### src/rtl/pip_pkg.sv
// shared types and constants for the point-in-polygon test
`timescale 1ns / 1ps
package pip_pkg;

	// default vertex table depth
	localparam int MAX_VERTICES_DEF = 64;

	// fixed field widths
	localparam int COORD_W = 16;
	localparam int IDX_W   = 6;
	localparam int CNT_W   = 7;
	localparam int VTX_W   = 2 * COORD_W;

	// mode field codes
	localparam logic MODE_LOAD = 1'b0;
	localparam logic MODE_TEST = 1'b1;

	typedef enum logic [2:0] {
		ST_IDLE,
		ST_PRIME,
		ST_WALK,
		ST_DRAIN,
		ST_DONE
	} state_t;

	// controller to datapath
	typedef struct packed {
		logic load_point;
		logic clear_parity;
		logic wr_en;
		logic rd_en;
		logic rd_prime;
	} cmd_t;

	// datapath to controller
	typedef struct packed {
		logic pending;
	} sts_t;

endpackage

### src/rtl/pip_ram.sv
// generic single write port, single read port ram with registered read
`timescale 1ns / 1ps
module pip_ram #(
	parameter int Width = 32,
	parameter int Depth = 64
) (
	input  logic                     clk,
	input  logic                     we,
	input  logic [$clog2(Depth)-1:0] waddr,
	input  logic [Width-1:0]         wdata,
	input  logic                     re,
	input  logic [$clog2(Depth)-1:0] raddr,
	output logic [Width-1:0]         rdata
);

	logic [Width-1:0] mem_q [Depth];

	always_ff @(posedge clk) begin
		if (we) begin
			mem_q[waddr] <= wdata;
		end
		if (re) begin
			rdata <= mem_q[raddr];
		end
	end

endmodule

### src/rtl/pip_dp.sv
// datapath for the point-in-polygon test: vertex table, edge test, parity
`timescale 1ns / 1ps
module pip_dp #(
	parameter int MaxVertices = pip_pkg::MAX_VERTICES_DEF
) (
	input  logic                                  clk,
	input  logic                                  arst_n,
	input  pip_pkg::cmd_t                         cmd,
	output pip_pkg::sts_t                         sts,
	input  logic [$clog2(MaxVertices)-1:0]        rd_addr,
	input  logic [pip_pkg::IDX_W-1:0]             vertex_index,
	input  logic signed [pip_pkg::COORD_W-1:0]    coord_x,
	input  logic signed [pip_pkg::COORD_W-1:0]    coord_y,
	output logic                                  inside_res
);

	localparam int AW  = $clog2(MaxVertices);
	localparam int CWD = pip_pkg::COORD_W;
	localparam int DW  = CWD + 1;
	localparam int PW  = 2 * DW;

	logic [pip_pkg::IDX_W+AW-1:0] idx_ext;
	logic [pip_pkg::VTX_W-1:0]    rdata;

	logic signed [CWD-1:0] px_q, py_q;
	logic signed [CWD-1:0] xj_q, yj_q;
	logic                  valid_s1, prime_s1;
	logic                  valid_s2, act_s2, dypos_s2;
	logic signed [PW-1:0]  lhs_s2, rhs_s2;
	logic                  parity_q;

	logic signed [CWD-1:0] xi, yi;
	logic signed [DW-1:0]  dy, dxj, dyp, dxp;
	logic                  straddle, leftish, crosses;

	assign idx_ext = {{AW{1'b0}}, vertex_index};

	pip_ram #(
		.Width(pip_pkg::VTX_W),
		.Depth(MaxVertices)
	) u_vtx_ram (
		.clk  (clk),
		.we   (cmd.wr_en),
		.waddr(idx_ext[AW-1:0]),
		.wdata({coord_y, coord_x}),
		.re   (cmd.rd_en),
		.raddr(rd_addr),
		.rdata(rdata)
	);

	// edge from previous vertex j to current vertex i
	assign xi  = $signed(rdata[CWD-1:0]);
	assign yi  = $signed(rdata[2*CWD-1:CWD]);
	assign dy  = $signed({yj_q[CWD-1], yj_q}) - $signed({yi[CWD-1], yi});
	assign dxj = $signed({xj_q[CWD-1], xj_q}) - $signed({xi[CWD-1], xi});
	assign dyp = $signed({py_q[CWD-1], py_q}) - $signed({yi[CWD-1], yi});
	assign dxp = $signed({px_q[CWD-1], px_q}) - $signed({xi[CWD-1], xi});

	assign straddle = ((yi < py_q) && (yj_q >= py_q)) || ((yj_q < py_q) && (yi >= py_q));
	assign leftish  = (xi <= px_q) || (xj_q <= px_q);

	// sign-corrected cross-multiplied abscissa compare
	assign crosses = dypos_s2 ? (lhs_s2 < rhs_s2) : (lhs_s2 > rhs_s2);

	assign sts.pending = valid_s1 || valid_s2;
	assign inside_res  = parity_q;

	always_ff @(posedge clk) begin
		if (cmd.load_point) begin
			px_q <= coord_x;
			py_q <= coord_y;
		end
		if (valid_s1) begin
			xj_q <= xi;
			yj_q <= yi;
		end
		lhs_s2   <= dyp * dxj;
		rhs_s2   <= dxp * dy;
		dypos_s2 <= (dy > 0);
	end

	always_ff @(posedge clk or negedge arst_n) begin
		if (!arst_n) begin
			valid_s1 <= 1'b0;
			prime_s1 <= 1'b0;
			valid_s2 <= 1'b0;
			act_s2   <= 1'b0;
			parity_q <= 1'b0;
		end else begin
			valid_s1 <= cmd.rd_en;
			prime_s1 <= cmd.rd_prime;
			valid_s2 <= valid_s1;
			act_s2   <= valid_s1 && !prime_s1 && straddle && leftish;
			if (cmd.clear_parity) begin
				parity_q <= 1'b0;
			end else if (valid_s2 && act_s2 && crosses) begin
				parity_q <= !parity_q;
			end
		end
	end

endmodule

### config.mk
export PLATFORM = sky130hd
export DESIGN_NAME = pip_dp
export DESIGN_NICKNAME = d
export VERILOG_FILES = /design/src/rtl/pip_pkg.sv /design/src/rtl/pip_ram.sv /design/src/rtl/pip_dp.sv
export SDC_FILE = /design/constraint.sdc
export NUM_CORES = 2
export LEC_CHECK = 0
export ABC_AREA = 1
export BUFFER_PORTS_ARGS = -buffer_cell sky130_fd_sc_hd__buf_2
export CAP_MARGIN = 20
export CORE_UTILIZATION = 59
export DETAILED_ROUTE_END_ITERATION = 8
export PLACE_DENSITY_LB_ADDON = 0.08
export SYNTH_ARGS = -nofsm -noshare
export SYNTH_HDL_FRONTEND = slang
export SYNTH_SLANG_ARGS = --single-unit
### constraint.sdc
create_clock -name clk -period 17.8 [get_ports clk]
set_clock_uncertainty 0.05 [all_clocks]
set_input_delay 0.89 -clock clk [delete_from_list [all_inputs] [get_ports clk]]
set_output_delay 0.89 -clock clk [all_outputs]
set_load 0.005 [all_outputs]
-- Word level (Yosys, flattened, before mapping)
Memories as Yosys holds them, arrays and structs flattened. A register that Yosys moved wholly into a read port is not among the register bits.
Index checks and enable logic that the tools add are counted.
- register bits after elaboration: 138
- latch bits: 0
- RAM bits: 2048
- bits in read-only memories: 0
- bits of input ports: 51
- word-level logic and storage cells: 46
- memories kept: 1
- add/sub/neg operators: 4
- multipliers: 2
- div/mod/pow operators: 0
- magnitude comparators: 9
- equal/unequal tests: 0
- shift operators: 0
- multiplexer cells: 5
- bitwise gates (word level): 0
- reductions and logical operators: 13
- memories (name ; depth ; bits a word ; rd ports ; clocked after Yosys merged registers in ; write ports ; line ; RTL):
    u_vtx_ram.mem_q ; 64 ; 32 ; 1 ; 1 ; 1 ; pip_ram.sv:16 ; logic [Width-1:0] mem_q [Depth];
- operators with widths (operator ; number):
    17-bit by 17-bit multiplier with 34-bit output ; 2
    16-bit by 16-bit subtractor with 17-bit output ; 4
    34-bit > comparator ; 1
    34-bit less-than comparator ; 1
    16-bit greater-or-equal comparator ; 2
    16-bit less-or-equal comparator ; 2
    16-bit less-than comparator ; 2
    17-bit by 1-bit > comparator with 1-bit output (second input constant) ; 1
    1-bit logical AND ; 7
    1-bit two-way mux ; 5
    1-bit logical OR ; 3
    1-bit logical NOT ; 2
    2-bit nonzero test ; 1

-- Depth between registers and ports, before layout
- depth in word-level cells: 5
- mapped depth: 38
- depth with buffers taken out: 37

-- Cells and area by module
From an unflattened synthesis, not the netlist that was laid out.
- cell total of the unflattened synthesis: 10337
- area, all modules: 113402.5 µm²
- modules (own cells, without submodules) (module ; instances ; cells each ; area each (µm²)):
    pip_ram ; 1 ; 6769 ; 83058.4
    pip_dp ; 1 ; 3568 ; 30344.1

-- Worst setup path after synthesis
Ideal clock, no wire load.
- kind: register to register
- from: register py_q[0]
- to: register lhs_s2[29]
- setup time: 112 ps
- arrival time: 6845 ps
- required time: 17638 ps
- setup slack: 10793 ps
- cell stages (with the launch flop): 34
- cells stage by stage: edfxtp_1 inv_1 ha_1 inv_1 fa_1 a21oi_1 o21bai_2 a21oi_2 inv_2 a21oi_2 xnor2_1 buf_2 nand2_1 fa_1 inv_1 fa_1 inv_1 fa_1 inv_1 fa_1 inv_1 fa_1 inv_1 fa_1 ha_1 nand2_1 nor2_1 nand4_1 o21ai_0 a21oi_1 o21bai_1 nand2_1 nand3_1 nand2_1
- cells in the longest elaborated chain, start to end: 2
- RTL lines (element ; line ; RTL):
    from (decl) ; pip_dp.sv:25 ; logic signed [CWD-1:0] px_q, py_q;
    from (signal assigned) ; pip_dp.sv:71 ; py_q <= coord_y;
    16-bit by 16-bit subtractor with 17-bit output ; pip_dp.sv:56 ; assign dyp = $signed({py_q[CWD-1], py_q}) - $signed({yi[CWD-1], yi});
    17-bit by 17-bit multiplier with 34-bit output ; pip_dp.sv:77 ; lhs_s2 <= dyp * dxj;
    to (signal assigned) ; pip_dp.sv:77 ;
    to (decl) ; pip_dp.sv:29 ; logic signed [PW-1:0] lhs_s2, rhs_s2;
No other way between the ends.
A chain may end at the register's enable or synchronous reset.

-- Worst setup path after layout
- from: register u_vtx_ram.rdata[0], read port of u_vtx_ram.mem_q
- to: register lhs_s2[29]
- cells in the longest elaborated chain, start to end: 2
- RTL lines (element ; line ; RTL):
    from (decl) ; pip_ram.sv:13 ; output logic [Width-1:0] rdata
    16-bit by 16-bit subtractor with 17-bit output ; pip_dp.sv:55 ; assign dxj = $signed({xj_q[CWD-1], xj_q}) - $signed({xi[CWD-1], xi});
    17-bit by 17-bit multiplier with 34-bit output ; pip_dp.sv:77 ;
No other way between the ends.

==> flow_metrics.env <==
export IMPL_final_cell_count_no_fill=12200
export IMPL_syn_mean_instance_area_um2=11.6
export IMPL_via_count=74900
export IMPL_rsz_0062_raised_after_global_routing="no"
export IMPL_synth_edf_count=2144
export IMPL_grt_usage=0.339
export IMPL_outcome="completed"
export IMPL_clkTransAtPathRegs_ns=0.06
export IMPL_netlist_cell_type_count=65
export IMPL_core_rowCount=158
export IMPL_boundaryPins=53
export IMPL_path_delay_family="adder cells"
export IMPL_routed_wl_um=324000
export IMPL_final_hold_viol_count=0
export IMPL_period_share=0.469
export IMPL_initial_utilization=0.596
export IMPL_postLayoutCoreUtil=0.652
export IMPL_wire_per_inst_um=26.5
export IMPL_drive_above_1_share=0.0724
export IMPL_tritoncts="yes"
export IMPL_filler_cell_count=14200
export IMPL_cts_made_buffers=218
export IMPL_finalWorstPathRequiredPeriod_ns=8.34
export IMPL_rrSetupSlack_ns=9.46
export IMPL_synth_yosys_warnings=0
export IMPL_number_of_antenna_violations_at_the_first_check_in_global_routing=21
export IMPL_dpl_cell_count=11800
export IMPL_cts_root_to_sink_buffers=3
export IMPL_ys_async_sr_fraction=0.00225
export IMPL_cts_root_buf="clkbuf_16"
export IMPL_area_growth_synth_to_final_pct=9.41
export IMPL_vias_per_instance=6.14
export IMPL_clock_sinks=2218
export IMPL_min_path_type="primary input to flop"
export IMPL_count_of_state_elements_after_synthesis=2218
export IMPL_synth_main_ff_cell="edfxtp_1"
export IMPL_largest_net_degree_at_the_start_of_global_routing=199
export IMPL_num_nets_final=10500
export IMPL_cell_with_the_largest_stage_delay_on_the_worst_path="xor2_1"
export IMPL_synth_net_count=10500
export IMPL_coreArea_um2=186000
export IMPL_synthesis_area_um2=111000
export IMPL_syn_inst=9545
export IMPL_critical_path_n_buffers_inverters=4
export IMPL_critPathMostFrequentCell="fa_1"
export IMPL_crit_path_start_kind="flop"
export IMPL_slew_viol_final=0
export IMPL_achievable_frequency_mhz=120
export IMPL_number_of_detailed_route_iterations_in_the_first_pass=6
export IMPL_critPathMaxFanout=9
export IMPL_drc_errors=0
export IMPL_synth_seq_area_share=0.594
export IMPL_final_antenna_net_count=0
export IMPL_cpPeakStageDelay_ns=0.96
export IMPL_first_global_vias=73100
export IMPL_top_library_cells_by_usage_in_the_layout_fill_and_taps_aside="2144 x edfxtp_1, 1636 x nor2_1, 1258 x o21ai_0, 886 x inv_1, 733 x nand2_1"
export IMPL_cp_end_kind="flop"
export IMPL_cts_htree_levels=4
export IMPL_max_cap_violations=0
export IMPL_clock_insertion_delay_worst_skew_ns=0.89
export IMPL_placement_io_buffers=52
export IMPL_grt_overflow=0
export IMPL_headroom_to_the_max_slew_limit=0.155
export IMPL_ff_latch_area_um2=65900
export IMPL_timing_setup_tns_ns=0
export IMPL_global_route_wire_length_before_repair_um=474000
export IMPL_dieWidth_um=436
export IMPL_final_common_cell="edfxtp_1"
export IMPL_hpwl_um=194000
export IMPL_worst_setup_path_type="flop to flop"
export IMPL_dieArea_um2=190000
export IMPL_first_iter_violations=8917
export IMPL_postLayoutCellArea_um2=121000
export IMPL_setup_viol=0
export IMPL_crit_arrival_ns=9.00
export IMPL_placed_cell_area_um2=114000
export IMPL_die_h_um=436
export IMPL_postCtsSetupBuffers=0
export IMPL_place_congestion=0.939
export IMPL_timing_critical_path_required_ns=18.46
export IMPL_timing_worst_slew_pin_value_ns=1.25
export IMPL_multi_input_comb_area_um2=39900
final timing paths:
path | from | end | cells after the start
worst max-delay path | u_vtx_ram.rdata[0] | lhs_s2[29] | 25
worst min-delay path | cmd[0] | prime_s1 | 1
worst max register to register | u_vtx_ram.rdata[0] | lhs_s2[29] | 25
worst min register to register | u_vtx_ram.rdata[23] | yj_q[7] | 0
max in group asynchronous | arst_n | inside_res | 2
min in group asynchronous | arst_n | valid_s2 | 2
flip-flops by register name (all words and copies together) (netlist names):
| name | count |
|---|---|
| yj_q | 16 |
| valid_s2 | 1 |
| prime_s1 | 1 |
| inside_res | 1 |
| py_q | 16 |
| xj_q | 16 |
| u_vtx_ram.mem_q | 2048 |
| act_s2 | 1 |
| valid_s1 | 1 |
| u_vtx_ram.rdata | 32 |
| dypos_s2 | 1 |
| px_q | 16 |
| lhs_s2 | 34 |
| rhs_s2 | 34 |
area by class of cell:
class	count	share of cell area
Antenna cell	11	0.000227
Multi-Input combinational cell	5910	0.329
Tap cell	2480	0.0255
Clock inverter	145	0.0122
Sequential cell	2218	0.542
Clock buffer	268	0.0468
Inverter	914	0.0285
Timing Repair Buffer	247	0.0152
metal layers:
metal  part of all wire  vias to the layer above  GRT usage  wire length [um]
met1               0.39                    37300      0.457            126000
met2               0.47                     3726      0.551            154000
met3              0.090                      647     0.0548             29200
met4              0.047                       14      0.144             15300
met5            0.00029                        -          0                94
li1                   -                    33100          -                 -
metrics by stage:
stage               setup slack, ns  hold WS, ns
finish                         9.46        0.146
global route                   9.05        0.109
CTS                            9.52       0.0878
detailed placement             9.53        0.382
global placement               9.61        0.380
floorplan                     10.79        0.376
worst register-to-register path: stages, from the launching register on:
cell      delay, ns
edfxtp_1       0.42
ha_1           0.27
fa_1           0.43
o21ai_2        0.24
xor2_1         0.96
clkinv_1       0.65
nand2_1        0.23
fa_1           0.46
fa_1           0.54
fa_1           0.52
inv_1          0.05
fa_1           0.49
fa_1           0.49
inv_1          0.05
fa_1           0.47
inv_1          0.04
ha_1           0.35
nand2_1        0.14
nor2_1         0.16
nand4_1        0.08
o21ai_0        0.44
a21oi_1        0.18
o21bai_1       0.28
nand2_1        0.12
nand3_1        0.09
nand2_1        0.05
kinds of logic (layout without fill, tap and decap cells):
family / after synthesis / after routing / share of synthesized area
compound gates: 2266 / 2266 / 0.112
xor+xnor: 109 / 109 / 0.00897
fa+ha+maj: 898 / 898 / 0.142
buf+inv: 1417 / 1574 / 0.0510
flops: 2218 / 2218 / 0.594
other cells: 0 / 11 / 0
simple gates: 2637 / 2637 / 0.0929
cells in the mapped netlist, types with 13 or more instances:
master    number  share of area
a21o_1        21         0.0014
a21oi_1      192         0.0087
buf_1         13        0.00044
buf_2        116         0.0052
buf_4         31         0.0021
clkbuf_1     332          0.011
clkinv_1      13        0.00044
dfxtp_1       69          0.012
edfxtp_1    2144           0.58
fa_1         596           0.11
ha_1         302          0.034
inv_1        887          0.030
inv_2         13        0.00044
nand2_1      733          0.025
nand3_1       79         0.0036
nand4_1       35         0.0020
nor2_1      1692          0.057
nor2_2        14        0.00079
nor3_1        31         0.0014
nor4_1        13        0.00073
o21ai_0     1258          0.057
o21ai_1       83         0.0037
o22ai_1      636          0.036
o31ai_1       14        0.00095
xnor2_1       39         0.0031
xor2_1        66         0.0052
timing repair:
| action | 4_1_cts | 5_1_grt |
|---|---|---|
| endpoints found under the hold margin | 5 | 0 |
| hold buffers | 1 | 0 |
| resized for setup | 0 | 0 |
Power is left out: the tool's default activity adds up to more than one toggle a clock period on the data nets, which glitch-free logic cannot reach.
